**config.mk**
```make
export PLATFORM = sky130hd
export DESIGN_NAME = border_edge_line_scanner
export DESIGN_NICKNAME = d
export VERILOG_FILES = /design/src/sv/bels_pkg.sv /design/src/sv/bels_div.sv /design/src/sv/border_edge_line_scanner.sv
export VERILOG_INCLUDE_DIRS = /design/src /design/src/sv
export SDC_FILE = /design/constraint.sdc
export NUM_CORES = 1
export LEC_CHECK = 0
export BUFFER_PORTS_ARGS = -buffer_cell sky130_fd_sc_hd__buf_2
export CAP_MARGIN = 10
export CORE_ASPECT_RATIO = 1.2
export CORE_MARGIN = 1.5
export CORE_UTILIZATION = 44
export CTS_BUF_LIST = sky130_fd_sc_hd__clkbuf_2 sky130_fd_sc_hd__clkbuf_4 sky130_fd_sc_hd__clkbuf_8
export DETAILED_ROUTE_END_ITERATION = 8
export PLACE_DENSITY_LB_ADDON = 0.2
export SLEW_MARGIN = 40
export SYNTH_ARGS = -nofsm -noshare
export SYNTH_HDL_FRONTEND = slang
export SYNTH_SLANG_ARGS = --single-unit
```
**constraint.sdc**
```tcl
create_clock -name clk -period 12.2 [get_ports clk]
set_input_delay 2.44 -clock clk [delete_from_list [all_inputs] [get_ports clk]]
set_output_delay 2.44 -clock clk [all_outputs]
set_load 0.03 [all_outputs]
```
**src/sv/assert_macros.svh**
```systemverilog
// Assertion macros shared by the border edge line scanner RTL.
`ifndef ASSERT_MACROS_SVH
`define ASSERT_MACROS_SVH

// Property checked at every clock edge outside reset.
`define ASSERT_ALWAYS(lbl, prop, msg) \
  lbl: assert property (@(posedge clk) disable iff (!rst_n) (prop)) \
    else $error(msg);

// Consequent checked in the cycle after the antecedent.
`define ASSERT_NEXT(lbl, ante, cons, msg) \
  lbl: assert property (@(posedge clk) disable iff (!rst_n) (ante) |=> (cons)) \
    else $error(msg);

`endif

```
**src/sv/bels_pkg.sv**
```systemverilog
// Types and constants of the border edge line scanner.
package bels_pkg;

  localparam int WIN_DEPTH = 4;
  localparam int SAMPLE_W  = 8;
  localparam int CNT_W     = $clog2(WIN_DEPTH + 1);
  localparam int SUM_W     = SAMPLE_W + $clog2(WIN_DEPTH);
  localparam int POS_W     = 11;
  localparam int LINE_SPAN = 2048;
  localparam int RATIO_W   = 24;
  localparam int FRAC_W    = 16;
  localparam int PROD_W    = SUM_W + CNT_W;
  localparam int DEN_W     = SUM_W + CNT_W;
  localparam int NUM_HI_W  = PROD_W + FRAC_W - RATIO_W;
  localparam int CMP_W     = RATIO_W + 4;

  localparam logic [SUM_W-1:0]   EPS_UNITS  = SUM_W'(1 << (SAMPLE_W - 8));
  localparam logic [POS_W-1:0]   POS_MAX    = POS_W'(LINE_SPAN - 1);
  localparam logic [RATIO_W-1:0] RATIO_MAX  = '1;
  localparam logic [RATIO_W-1:0] RATIO_ONE  = RATIO_W'(65536);
  localparam logic [CMP_W-1:0]   STOP_LIMIT = CMP_W'(720896);
  localparam logic [CMP_W-1:0]   RATIO_EPS  = CMP_W'(256);
  localparam logic [CMP_W-1:0]   MUL_TEN    = CMP_W'(10);
  localparam logic [CMP_W-1:0]   MUL_SEVEN  = CMP_W'(7);
  localparam logic [SAMPLE_W-1:0] BG_RESET  = SAMPLE_W'(1);

  typedef enum logic [2:0] {
    ST_IDLE,
    ST_PUSH,
    ST_PREP,
    ST_DIV,
    ST_CMP,
    ST_FIN
  } state_t;

  typedef struct packed {
    logic                start;
    logic [NUM_HI_W-1:0] num_hi;
    logic [RATIO_W-1:0]  num_lo;
    logic [DEN_W-1:0]    den;
  } div_req_t;

  typedef struct packed {
    logic               busy;
    logic               done;
    logic [RATIO_W-1:0] quot;
  } div_rsp_t;

endpackage

```
**src/sv/bels_div.sv**
```systemverilog
// Radix-4 restoring divider for the Q8.16 mean ratio.
module bels_div (
  input  logic                clk,
  input  logic                rst_n,
  input  bels_pkg::div_req_t  req_i,
  output bels_pkg::div_rsp_t  rsp_o
);

  `include "assert_macros.svh"

  localparam int STEPS = 2;
  localparam int ITER  = bels_pkg::RATIO_W / STEPS;
  localparam int IT_W  = $clog2(ITER);

  logic                         busy_r, busy_nxt;
  logic                         done_r, done_nxt;
  logic [IT_W-1:0]              cnt_r, cnt_nxt;
  logic [bels_pkg::DEN_W-1:0]   rem_r, rem_nxt;
  logic [bels_pkg::DEN_W-1:0]   den_r, den_nxt;
  logic [bels_pkg::RATIO_W-1:0] sh_r, sh_nxt;
  logic [bels_pkg::DEN_W-1:0]   rem_t;
  logic [bels_pkg::RATIO_W-1:0] sh_t;

  always_comb begin
    logic [bels_pkg::DEN_W:0] trial;
    rem_t = rem_r;
    sh_t  = sh_r;
    for (int i = 0; i < STEPS; i++) begin
      trial = {rem_t, sh_t[bels_pkg::RATIO_W-1]};
      if (trial >= {1'b0, den_r}) begin
        rem_t = bels_pkg::DEN_W'(trial - {1'b0, den_r});
        sh_t  = {sh_t[bels_pkg::RATIO_W-2:0], 1'b1};
      end else begin
        rem_t = trial[bels_pkg::DEN_W-1:0];
        sh_t  = {sh_t[bels_pkg::RATIO_W-2:0], 1'b0};
      end
    end
  end

  always_comb begin
    busy_nxt = busy_r;
    done_nxt = 1'b0;
    cnt_nxt  = cnt_r;
    rem_nxt  = rem_r;
    den_nxt  = den_r;
    sh_nxt   = sh_r;
    if (req_i.start) begin
      busy_nxt = 1'b1;
      cnt_nxt  = IT_W'(ITER - 1);
      rem_nxt  = bels_pkg::DEN_W'(req_i.num_hi);
      den_nxt  = req_i.den;
      sh_nxt   = req_i.num_lo;
    end else if (busy_r) begin
      rem_nxt = rem_t;
      sh_nxt  = sh_t;
      cnt_nxt = cnt_r - IT_W'(1);
      if (cnt_r == '0) begin
        busy_nxt = 1'b0;
        done_nxt = 1'b1;
      end
    end
  end

  always_ff @(posedge clk) begin
    if (!rst_n) begin
      busy_r <= 1'b0;
      done_r <= 1'b0;
    end else begin
      busy_r <= busy_nxt;
      done_r <= done_nxt;
    end
  end

  always_ff @(posedge clk) begin
    cnt_r <= cnt_nxt;
    rem_r <= rem_nxt;
    den_r <= den_nxt;
    sh_r  <= sh_nxt;
  end

  assign rsp_o.busy = busy_r;
  assign rsp_o.done = done_r;
  assign rsp_o.quot = sh_r;

  `ASSERT_ALWAYS(a_start_when_free, req_i.start |-> !busy_r, "divide started while busy")
  `ASSERT_NEXT(a_start_runs, req_i.start, busy_r && !done_r, "divide did not start")
  `ASSERT_NEXT(a_done_pulse, done_r, !done_r, "divide done held for more than one cycle")

endmodule

```
**src/sv/border_edge_line_scanner.sv**
```systemverilog
// Border edge line scanner: top level with window state, sequencer and result register.
// One sample is accepted when in_stall is low, then the block stalls its input until that
// sample is finished. A sample whose ratio goes through the divider passes the accept state,
// window update, divide setup, 12 steps of the radix-4 divider, a step to hand back the
// quotient, best/stop compare and a finish step. A ratio that saturates skips the divider. A
// sample ignored after a stop leaves the window as it is and goes to the finish step; one
// whose older window is still too dark skips the divider and compare. The last sample of a
// line writes the result register; if a previous result is still stalled there, the finish
// step waits for it. The cfg_wr_data background level is used at the first sample of each line.
module border_edge_line_scanner (
  input  logic        clk,
  input  logic        rst_n,
  input  logic        cfg_wr_en,
  input  logic [7:0]  cfg_wr_data,
  input  logic        in_valid,
  output logic        in_stall,
  input  logic [7:0]  in_intensity,
  input  logic        in_last_of_line,
  output logic        out_valid,
  input  logic        out_stall,
  output logic [10:0] out_edge_offset,
  output logic [23:0] out_edge_strength,
  output logic        out_stopped_early
);

  `include "assert_macros.svh"

  localparam int WD = bels_pkg::WIN_DEPTH;
  localparam int SW = bels_pkg::SAMPLE_W;
  localparam int CW = bels_pkg::CNT_W;
  localparam int MW = bels_pkg::SUM_W;
  localparam int PW = bels_pkg::POS_W;
  localparam int RW = bels_pkg::RATIO_W;
  localparam int CMW = bels_pkg::CMP_W;
  localparam int NW = bels_pkg::PROD_W + bels_pkg::FRAC_W;

  bels_pkg::state_t state_r, state_nxt;

  logic [SW-1:0] bg_r;
  logic [SW-1:0] samp_r;
  logic          last_r;
  logic [SW-1:0] nw_r [WD];
  logic [SW-1:0] nw_nxt [WD];
  logic [SW-1:0] ow_r [WD];
  logic [SW-1:0] ow_nxt [WD];
  logic [CW-1:0] ncount_r, ncount_nxt;
  logic [CW-1:0] ocount_r, ocount_nxt;
  logic [MW-1:0] nsum_r, nsum_nxt;
  logic [MW-1:0] osum_r, osum_nxt;
  logic [RW-1:0] best_r, best_nxt;
  logic [PW-1:0] best_pos_r, best_pos_nxt;
  logic [PW-1:0] pos_r, pos_nxt;
  logic          halted_r, halted_nxt;
  logic [RW-1:0] ratio_r, ratio_nxt;

  logic          out_valid_r, out_valid_nxt;
  logic [PW-1:0] out_off_r, out_off_nxt;
  logic [RW-1:0] out_str_r, out_str_nxt;
  logic          out_stop_r, out_stop_nxt;

  logic          accept;
  logic          seed;
  logic          eff_halted;
  logic          skip;
  logic          sat;
  logic          out_free;
  logic          load_out;
  logic [bels_pkg::PROD_W-1:0] prod;
  logic [NW-1:0]               num;
  logic [bels_pkg::DEN_W-1:0]  den;
  logic                        stop_hit;

  bels_pkg::div_req_t div_req;
  bels_pkg::div_rsp_t div_rsp;

  bels_div u_div (
    .clk   (clk),
    .rst_n (rst_n),
    .req_i (div_req),
    .rsp_o (div_rsp)
  );

  assign accept     = in_valid && (state_r == bels_pkg::ST_IDLE);
  assign seed       = (pos_r == '0);
  assign eff_halted = !seed && halted_r;
  assign skip       = (ocount_r == '0) || (osum_r < MW'(ocount_r) * bels_pkg::EPS_UNITS);
  assign prod       = bels_pkg::PROD_W'(nsum_r) * bels_pkg::PROD_W'(ocount_r);
  assign num        = {prod, {bels_pkg::FRAC_W{1'b0}}};
  assign den        = bels_pkg::DEN_W'(osum_r) * bels_pkg::DEN_W'(ncount_r);
  assign sat        = bels_pkg::DEN_W'(num[NW-1:RW]) >= den;
  assign out_free   = !out_valid_r || !out_stall;
  assign load_out   = (state_r == bels_pkg::ST_FIN) && last_r && out_free;

  assign stop_hit = (best_r > bels_pkg::RATIO_ONE) &&
                    (CMW'(ratio_r) * bels_pkg::MUL_TEN < bels_pkg::STOP_LIMIT) &&
                    ((CMW'(ratio_r) + bels_pkg::RATIO_EPS) * bels_pkg::MUL_TEN <
                     (CMW'(best_r) + bels_pkg::RATIO_EPS) * bels_pkg::MUL_SEVEN);

  assign div_req.start  = (state_r == bels_pkg::ST_PREP) && !skip && !sat;
  assign div_req.num_hi = num[NW-1:RW];
  assign div_req.num_lo = num[RW-1:0];
  assign div_req.den    = den;

  // next state
  always_comb begin
    state_nxt = state_r;
    case (state_r)
      bels_pkg::ST_IDLE: if (in_valid) state_nxt = bels_pkg::ST_PUSH;
      bels_pkg::ST_PUSH: state_nxt = eff_halted ? bels_pkg::ST_FIN : bels_pkg::ST_PREP;
      bels_pkg::ST_PREP: begin
        if (skip) state_nxt = bels_pkg::ST_FIN;
        else if (sat) state_nxt = bels_pkg::ST_CMP;
        else state_nxt = bels_pkg::ST_DIV;
      end
      bels_pkg::ST_DIV:  if (div_rsp.done) state_nxt = bels_pkg::ST_CMP;
      bels_pkg::ST_CMP:  state_nxt = bels_pkg::ST_FIN;
      bels_pkg::ST_FIN:  if (!last_r || out_free) state_nxt = bels_pkg::ST_IDLE;
      default:           state_nxt = bels_pkg::ST_IDLE;
    endcase
  end

  // datapath
  always_comb begin
    logic [CW-1:0] e_ncount;
    logic [CW-1:0] e_ocount;
    logic [MW-1:0] e_nsum;
    logic [MW-1:0] e_osum;
    logic          evict;
    logic          ofull;
    logic [SW-1:0] ev;
    logic [MW:0]   sum_t;
    nw_nxt       = nw_r;
    ow_nxt       = ow_r;
    ncount_nxt   = ncount_r;
    ocount_nxt   = ocount_r;
    nsum_nxt     = nsum_r;
    osum_nxt     = osum_r;
    best_nxt     = best_r;
    best_pos_nxt = best_pos_r;
    pos_nxt      = pos_r;
    halted_nxt   = halted_r;
    ratio_nxt    = ratio_r;
    out_off_nxt  = out_off_r;
    out_str_nxt  = out_str_r;
    out_stop_nxt = out_stop_r;
    out_valid_nxt = load_out || (out_valid_r && out_stall);

    e_ncount = seed ? CW'(1) : ncount_r;
    e_ocount = seed ? '0 : ocount_r;
    e_nsum   = seed ? MW'(bg_r) : nsum_r;
    e_osum   = seed ? '0 : osum_r;
    evict    = (e_ncount == CW'(WD));
    ofull    = (e_ocount == CW'(WD));
    ev       = nw_r[WD-1];
    sum_t    = '0;

    case (state_r)
      bels_pkg::ST_PUSH: begin
        if (seed) begin
          best_nxt     = '0;
          best_pos_nxt = '0;
          halted_nxt   = 1'b0;
          ncount_nxt   = e_ncount;
          ocount_nxt   = e_ocount;
          nsum_nxt     = e_nsum;
          osum_nxt     = e_osum;
        end
        if (!eff_halted) begin
          nw_nxt[0] = samp_r;
          for (int k = 1; k < WD; k++) nw_nxt[k] = nw_r[k-1];
          if (seed) nw_nxt[1] = bg_r;
          sum_t = {1'b0, e_nsum} + (MW+1)'(samp_r) - (evict ? (MW+1)'(ev) : '0);
          nsum_nxt = sum_t[MW-1:0];
          if (evict) begin
            ow_nxt[0] = ev;
            for (int k = 1; k < WD; k++) ow_nxt[k] = ow_r[k-1];
            sum_t    = {1'b0, e_osum} + (MW+1)'(ev) - (ofull ? (MW+1)'(ow_r[WD-1]) : '0);
            osum_nxt = sum_t[MW-1:0];
            if (!ofull) ocount_nxt = e_ocount + CW'(1);
          end else begin
            ncount_nxt = e_ncount + CW'(1);
          end
        end
      end
      bels_pkg::ST_PREP: if (!skip && sat) ratio_nxt = bels_pkg::RATIO_MAX;
      bels_pkg::ST_DIV:  if (div_rsp.done) ratio_nxt = div_rsp.quot;
      bels_pkg::ST_CMP: begin
        if (best_r < ratio_r) begin
          best_nxt     = ratio_r;
          best_pos_nxt = pos_r + PW'(1) - PW'(ncount_r);
        end else if (stop_hit) begin
          halted_nxt = 1'b1;
        end
      end
      bels_pkg::ST_FIN: begin
        if (!last_r) begin
          if (pos_r != bels_pkg::POS_MAX) pos_nxt = pos_r + PW'(1);
        end else if (out_free) begin
          pos_nxt      = '0;
          out_off_nxt  = best_pos_r;
          out_str_nxt  = best_r;
          out_stop_nxt = halted_r;
        end
      end
      default: ;
    endcase
  end

  always_ff @(posedge clk) begin
    if (!rst_n) begin
      state_r     <= bels_pkg::ST_IDLE;
      bg_r        <= bels_pkg::BG_RESET;
      ncount_r    <= CW'(1);
      ocount_r    <= '0;
      nsum_r      <= MW'(bels_pkg::BG_RESET);
      osum_r      <= '0;
      best_r      <= '0;
      best_pos_r  <= '0;
      pos_r       <= '0;
      halted_r    <= 1'b0;
      out_valid_r <= 1'b0;
    end else begin
      state_r     <= state_nxt;
      if (cfg_wr_en) bg_r <= cfg_wr_data;
      ncount_r    <= ncount_nxt;
      ocount_r    <= ocount_nxt;
      nsum_r      <= nsum_nxt;
      osum_r      <= osum_nxt;
      best_r      <= best_nxt;
      best_pos_r  <= best_pos_nxt;
      pos_r       <= pos_nxt;
      halted_r    <= halted_nxt;
      out_valid_r <= out_valid_nxt;
    end
  end

  always_ff @(posedge clk) begin
    if (accept) begin
      samp_r <= in_intensity;
      last_r <= in_last_of_line;
    end
    nw_r       <= nw_nxt;
    ow_r       <= ow_nxt;
    ratio_r    <= ratio_nxt;
    out_off_r  <= out_off_nxt;
    out_str_r  <= out_str_nxt;
    out_stop_r <= out_stop_nxt;
  end

  assign in_stall          = (state_r != bels_pkg::ST_IDLE);
  assign out_valid         = out_valid_r;
  assign out_edge_offset   = out_off_r;
  assign out_edge_strength = out_str_r;
  assign out_stopped_early = out_stop_r;

  `ASSERT_ALWAYS(a_result_from_fin, $rose(out_valid_r) |-> $past(state_r == bels_pkg::ST_FIN && last_r), "result without line end")
  `ASSERT_ALWAYS(a_halt_needs_best, halted_r |-> (best_r > bels_pkg::RATIO_ONE), "halt with weak best")
  `ASSERT_ALWAYS(a_div_active, (state_r == bels_pkg::ST_DIV) |-> (div_rsp.busy || div_rsp.done), "divide state with idle divider")

endmodule

```
==> summary.txt <==
CTS
  – # Post-CTS Setup Buffers: 0
  – TritonCTS clock tree: yes
  – Clock-pin slew of the registers on the worst-case setup and hold paths: 0.06 ns
  – Skew-Pair Late Insertion Delay: 0.63 ns
  – Hold Buf Count CTS: 0
  – H-tree depth: 2
  – Clk root buf: clkbuf_8
  – CTS Sinks: 274
  – Resize count post-CTS: 0
  – Total CTS buffers: 47
  – CTS Buffer Depth: 3

Yosys
  – Ys async rst share: 0%
  – Yosys warning total: 0
  – Simple-Gate Fraction of Synth Area: 16.0%
  – Post-Syn Nets: 2540
  – Distinct cells, synth: 79
  – Multiplexer share of the synthesized area: 1.95%
  – Post-Syn Area: 0.0206 mm^2
  – Main flop type after synthesis: edfxtp_1
  – Synth Area in Compound Gates: 15.4%
  – Post-Synth Adder-Cell Area: 20.6%
  – Post-synthesis cell count: 2208
  – Post-Synth XOR/XNOR Area: 6.48%
  – Sequential-to-total area share from yosys stat: 34.4%
  – Yosys top cell area share: 23.2%
  – Largest family of logic cells by synthesized area: adder cells
  – Top cells by area, synth: edfxtp_1 (23%), ha_1 (16%), dfxtp_1 (11%), fa_1 (4.7%), xnor2_1 (3.9%)
  – EDFF count, synth: 159
  – #FFs+latches synth: 274
  – Post-synthesis area per instance: 9.31 um^2
  – Area leader, netlist: edfxtp_1

Route
  – Average wire per standard cell: 16.5 um
  – Detailed Route WL: 48.2 mm
  – # DRC: 0
  – Vias per std cell: 5.42
  – Final antenna-violating net count: 0
  – DR pass1 iterations: 5
  – Routed via count: 15.8k
  – Initial drt markers: 756

Setup path
  – CP Buf/Inv Count: 1
  – Worst stage delay on the critical path: 0.51 ns
  – CP Class: reg -> reg
  – Top cell by count, worst path: a21o_1
  – CP required: 12.74 ns
  – CP endpoint kind: flop
  – CP top delay family: compound AO/OA/AOI/OAI gates
  – Critical Path AT: 6.95 ns
  – Crit-path slowest cell: dfxtp_1
  – CP Max Fanout: 9
  – CP Launch Type: flop

Timing
  – Final Hold Fails: 0
  – Relative slew slack: 39.7%
  – Min Tclk post-route: 6.41 ns
  – Setup violators final: 0
  – Setup slack after layout: 5.79 ns
  – Clk_skew: 0.0262 ns
  – FMAX: 0.156 GHz
  – RSZ-0062 raised after global routing: no
  – Fin Setup TNS: 0 ns
  – Hold Slack: 0.418 ns
  – Measured slew at the worst slew-check pin: 0.897 ns
  – Fin crit share: 52.5%
  – Final Max Tran Viols: 0

Worst hold path
  – Worst min path class: reg -> reg

Finish
  – Area of the multi-input gates: 0.0125 mm^2
  – # diodes: 0
  – Sequential standard cell area: 0.00708 mm^2
  – Area Overhead vs Synth: 9.71%
  – Nets: 2594
  – Layout cells sized above 1: 9.82%
  – End-of-flow core utilization: 49.0%
  – Fill count: 4328

Floorplan
  – Rows: 86
  – Top Ports: 60
  – Die footprint: 0.0480 mm^2
  – Core ar.: 0.0461 mm^2
  – Die Span Y: 240 um
  – Die Wd: 200 um
  – Initial Utilization: 44.6%

Pwr
  – P_int: 0.00175 W
  – Switch share: 30.6%
  – Pleak: 9.81 nW
  – Net Sw Power: 0.000772 W
  – Sequential fraction of design power: 42.0%
  – Clk pwr share: 36.0%
  – Max VDD drop: 0.101 mV
  – Pwr dens: 112 mW/mm^2
  – Comb power frac: 22.0%

Outcome
  – Outcome: complete, no violations

GRT
  – First-pass GRT wire length: 78.6 mm
  – Gr usage total: 20.0%
  – Largest net degree at the start of global routing: 73
  – Vias in the first global route: 16.1k
  – Total grt overflow: 0
  – Antenna violations before repair: 0

Place
  – Port Buffers: 59
  – Final Wtd Congestion: 0.887
  – Dpl ws: 5.91 ns
  – Detailed placer's ending HPWL: 36.6 mm

Flow run
  – # Max-Cap Violations: 0
==> through the flow <==
| step | area [um^2] | cells | power (W) |
|---|---|---|---|
| finish | 22600 | 2917 | 0.00252 |
| global route | 22600 | 2917 | 0.00265 |
| CTS | 22500 | 2917 | 0.00255 |
| detailed placement | 21500 | 2829 | 0.00163 |
| global placement | 21500 | 2826 | 0.00162 |
| floorplan | 20600 | 2208 | 0.00150 |
==> power by group through the flow <==
stage	clock, W	combinational [W]	sequential [W]
6_report	0.000909	0.000556	0.00106
5_1_grt	0.000969	0.000621	0.00106
4_1_cts	0.000938	0.000556	0.00106
3_5_place_dp	0	0.000552	0.00108
3_3_place_gp	0	0.000538	0.00108
2_1_floorplan	0	0.000437	0.00106
==> registers in the layout (all words and copies together), names as in the netlist, 4 cells and up <==
name	cells
u_div.den_r	13
bg_r	8
pos_r	11
best_pos_r	11
ow_r	32
best_r	24
u_div.sh_r	24
out_edge_strength	24
out_edge_offset	11
nsum_r	10
u_div.rem_r	13
samp_r	8
nw_r	32
ratio_r	24
osum_r	10
u_div.cnt_r	4
==> metal layers <==
metal  share of wire, %  vias up  wire [um]  track usage [%]
li1                   -     7929          -                -
met1                 41     7525      19700             22.0
met2                 52      267      25100             38.4
met3                3.1      102       1500             2.71
met4                3.9        0       1890             8.48
met5                  0        -          0                0
==> placed cells by master (no fill, tap or decap), types with 55 or more instances in the layout <==
cell type and n:
ha_1 262, nand2_1 209, inv_1 201, a21oi_1 159
edfxtp_1 159, nor2_1 144, dfxtp_1 114, xnor2_1 92
nand3_1 79, o21ai_0 73, xor2_1 60, buf_2 59
a21o_1 55
==> area by class of cell <==
type | instances | share of cell area [%]
Clock inverter | 19 | 0.793
Tap cell | 616 | 3.42
Inverter | 202 | 3.36
Sequential cell | 274 | 31.4
Multi-Input combinational cell | 1665 | 55.4
Clock buffer | 69 | 3.79
Timing Repair Buffer | 72 | 1.86
==> worst reg2reg max path, cell delays in order, from the launching register on <==
cell       delay [ns]
dfxtp_1          0.51
and3_1           0.26
and3_1           0.21
nand4_1          0.20
inv_1            0.13
nand2_1          0.07
xor2_1           0.40
xnor2_1          0.12
ha_1             0.18
o21bai_1         0.15
ha_1             0.34
a21o_1           0.17
a21o_1           0.17
a21oi_1          0.19
o21bai_1         0.11
o21bai_1         0.22
a21o_1           0.21
a21o_1           0.20
a221oi_1         0.28
ha_1             0.32
nand2_1          0.09
o221ai_1         0.11
a2111oi_0        0.40
or4b_1           0.49
nor4_1           0.18
nand4_1          0.13
a2111o_1         0.38
o21ai_1          0.11
==> final timing paths <==
path	startpoint	end	cells past startpoint	slack [ns]
worst max-delay path	best_r[10]	halted_r	27	5.79
worst min-delay path	nw_r[17]	nw_r[9]	0	0.42
worst max register to register	best_r[10]	halted_r	27	5.79
worst min register to register	nw_r[17]	nw_r[9]	0	0.42
==> synth_stat cells (48+ instances only) <==
library cell and instances:
ha_1 262, nand2_1 209, inv_1 201, a21oi_1 160
edfxtp_1 159, nor2_1 146, dfxtp_1 115, xnor2_1 92
nand3_1 79, o21ai_0 73, xor2_1 60, a21o_1 55
clkbuf_1 53, fa_1 48
==> cells by family after synthesis <==
group / count (synthesis)
buffers and inverters: 269
adder cells (fa/ha/maj): 310
XOR/XNOR: 152
multiplexers: 39
AND/OR/NAND/NOR: 678
flip-flops: 274
AO/OA/AOI/OAI: 486
Note: power is estimated with default switching activity, not from simulation.
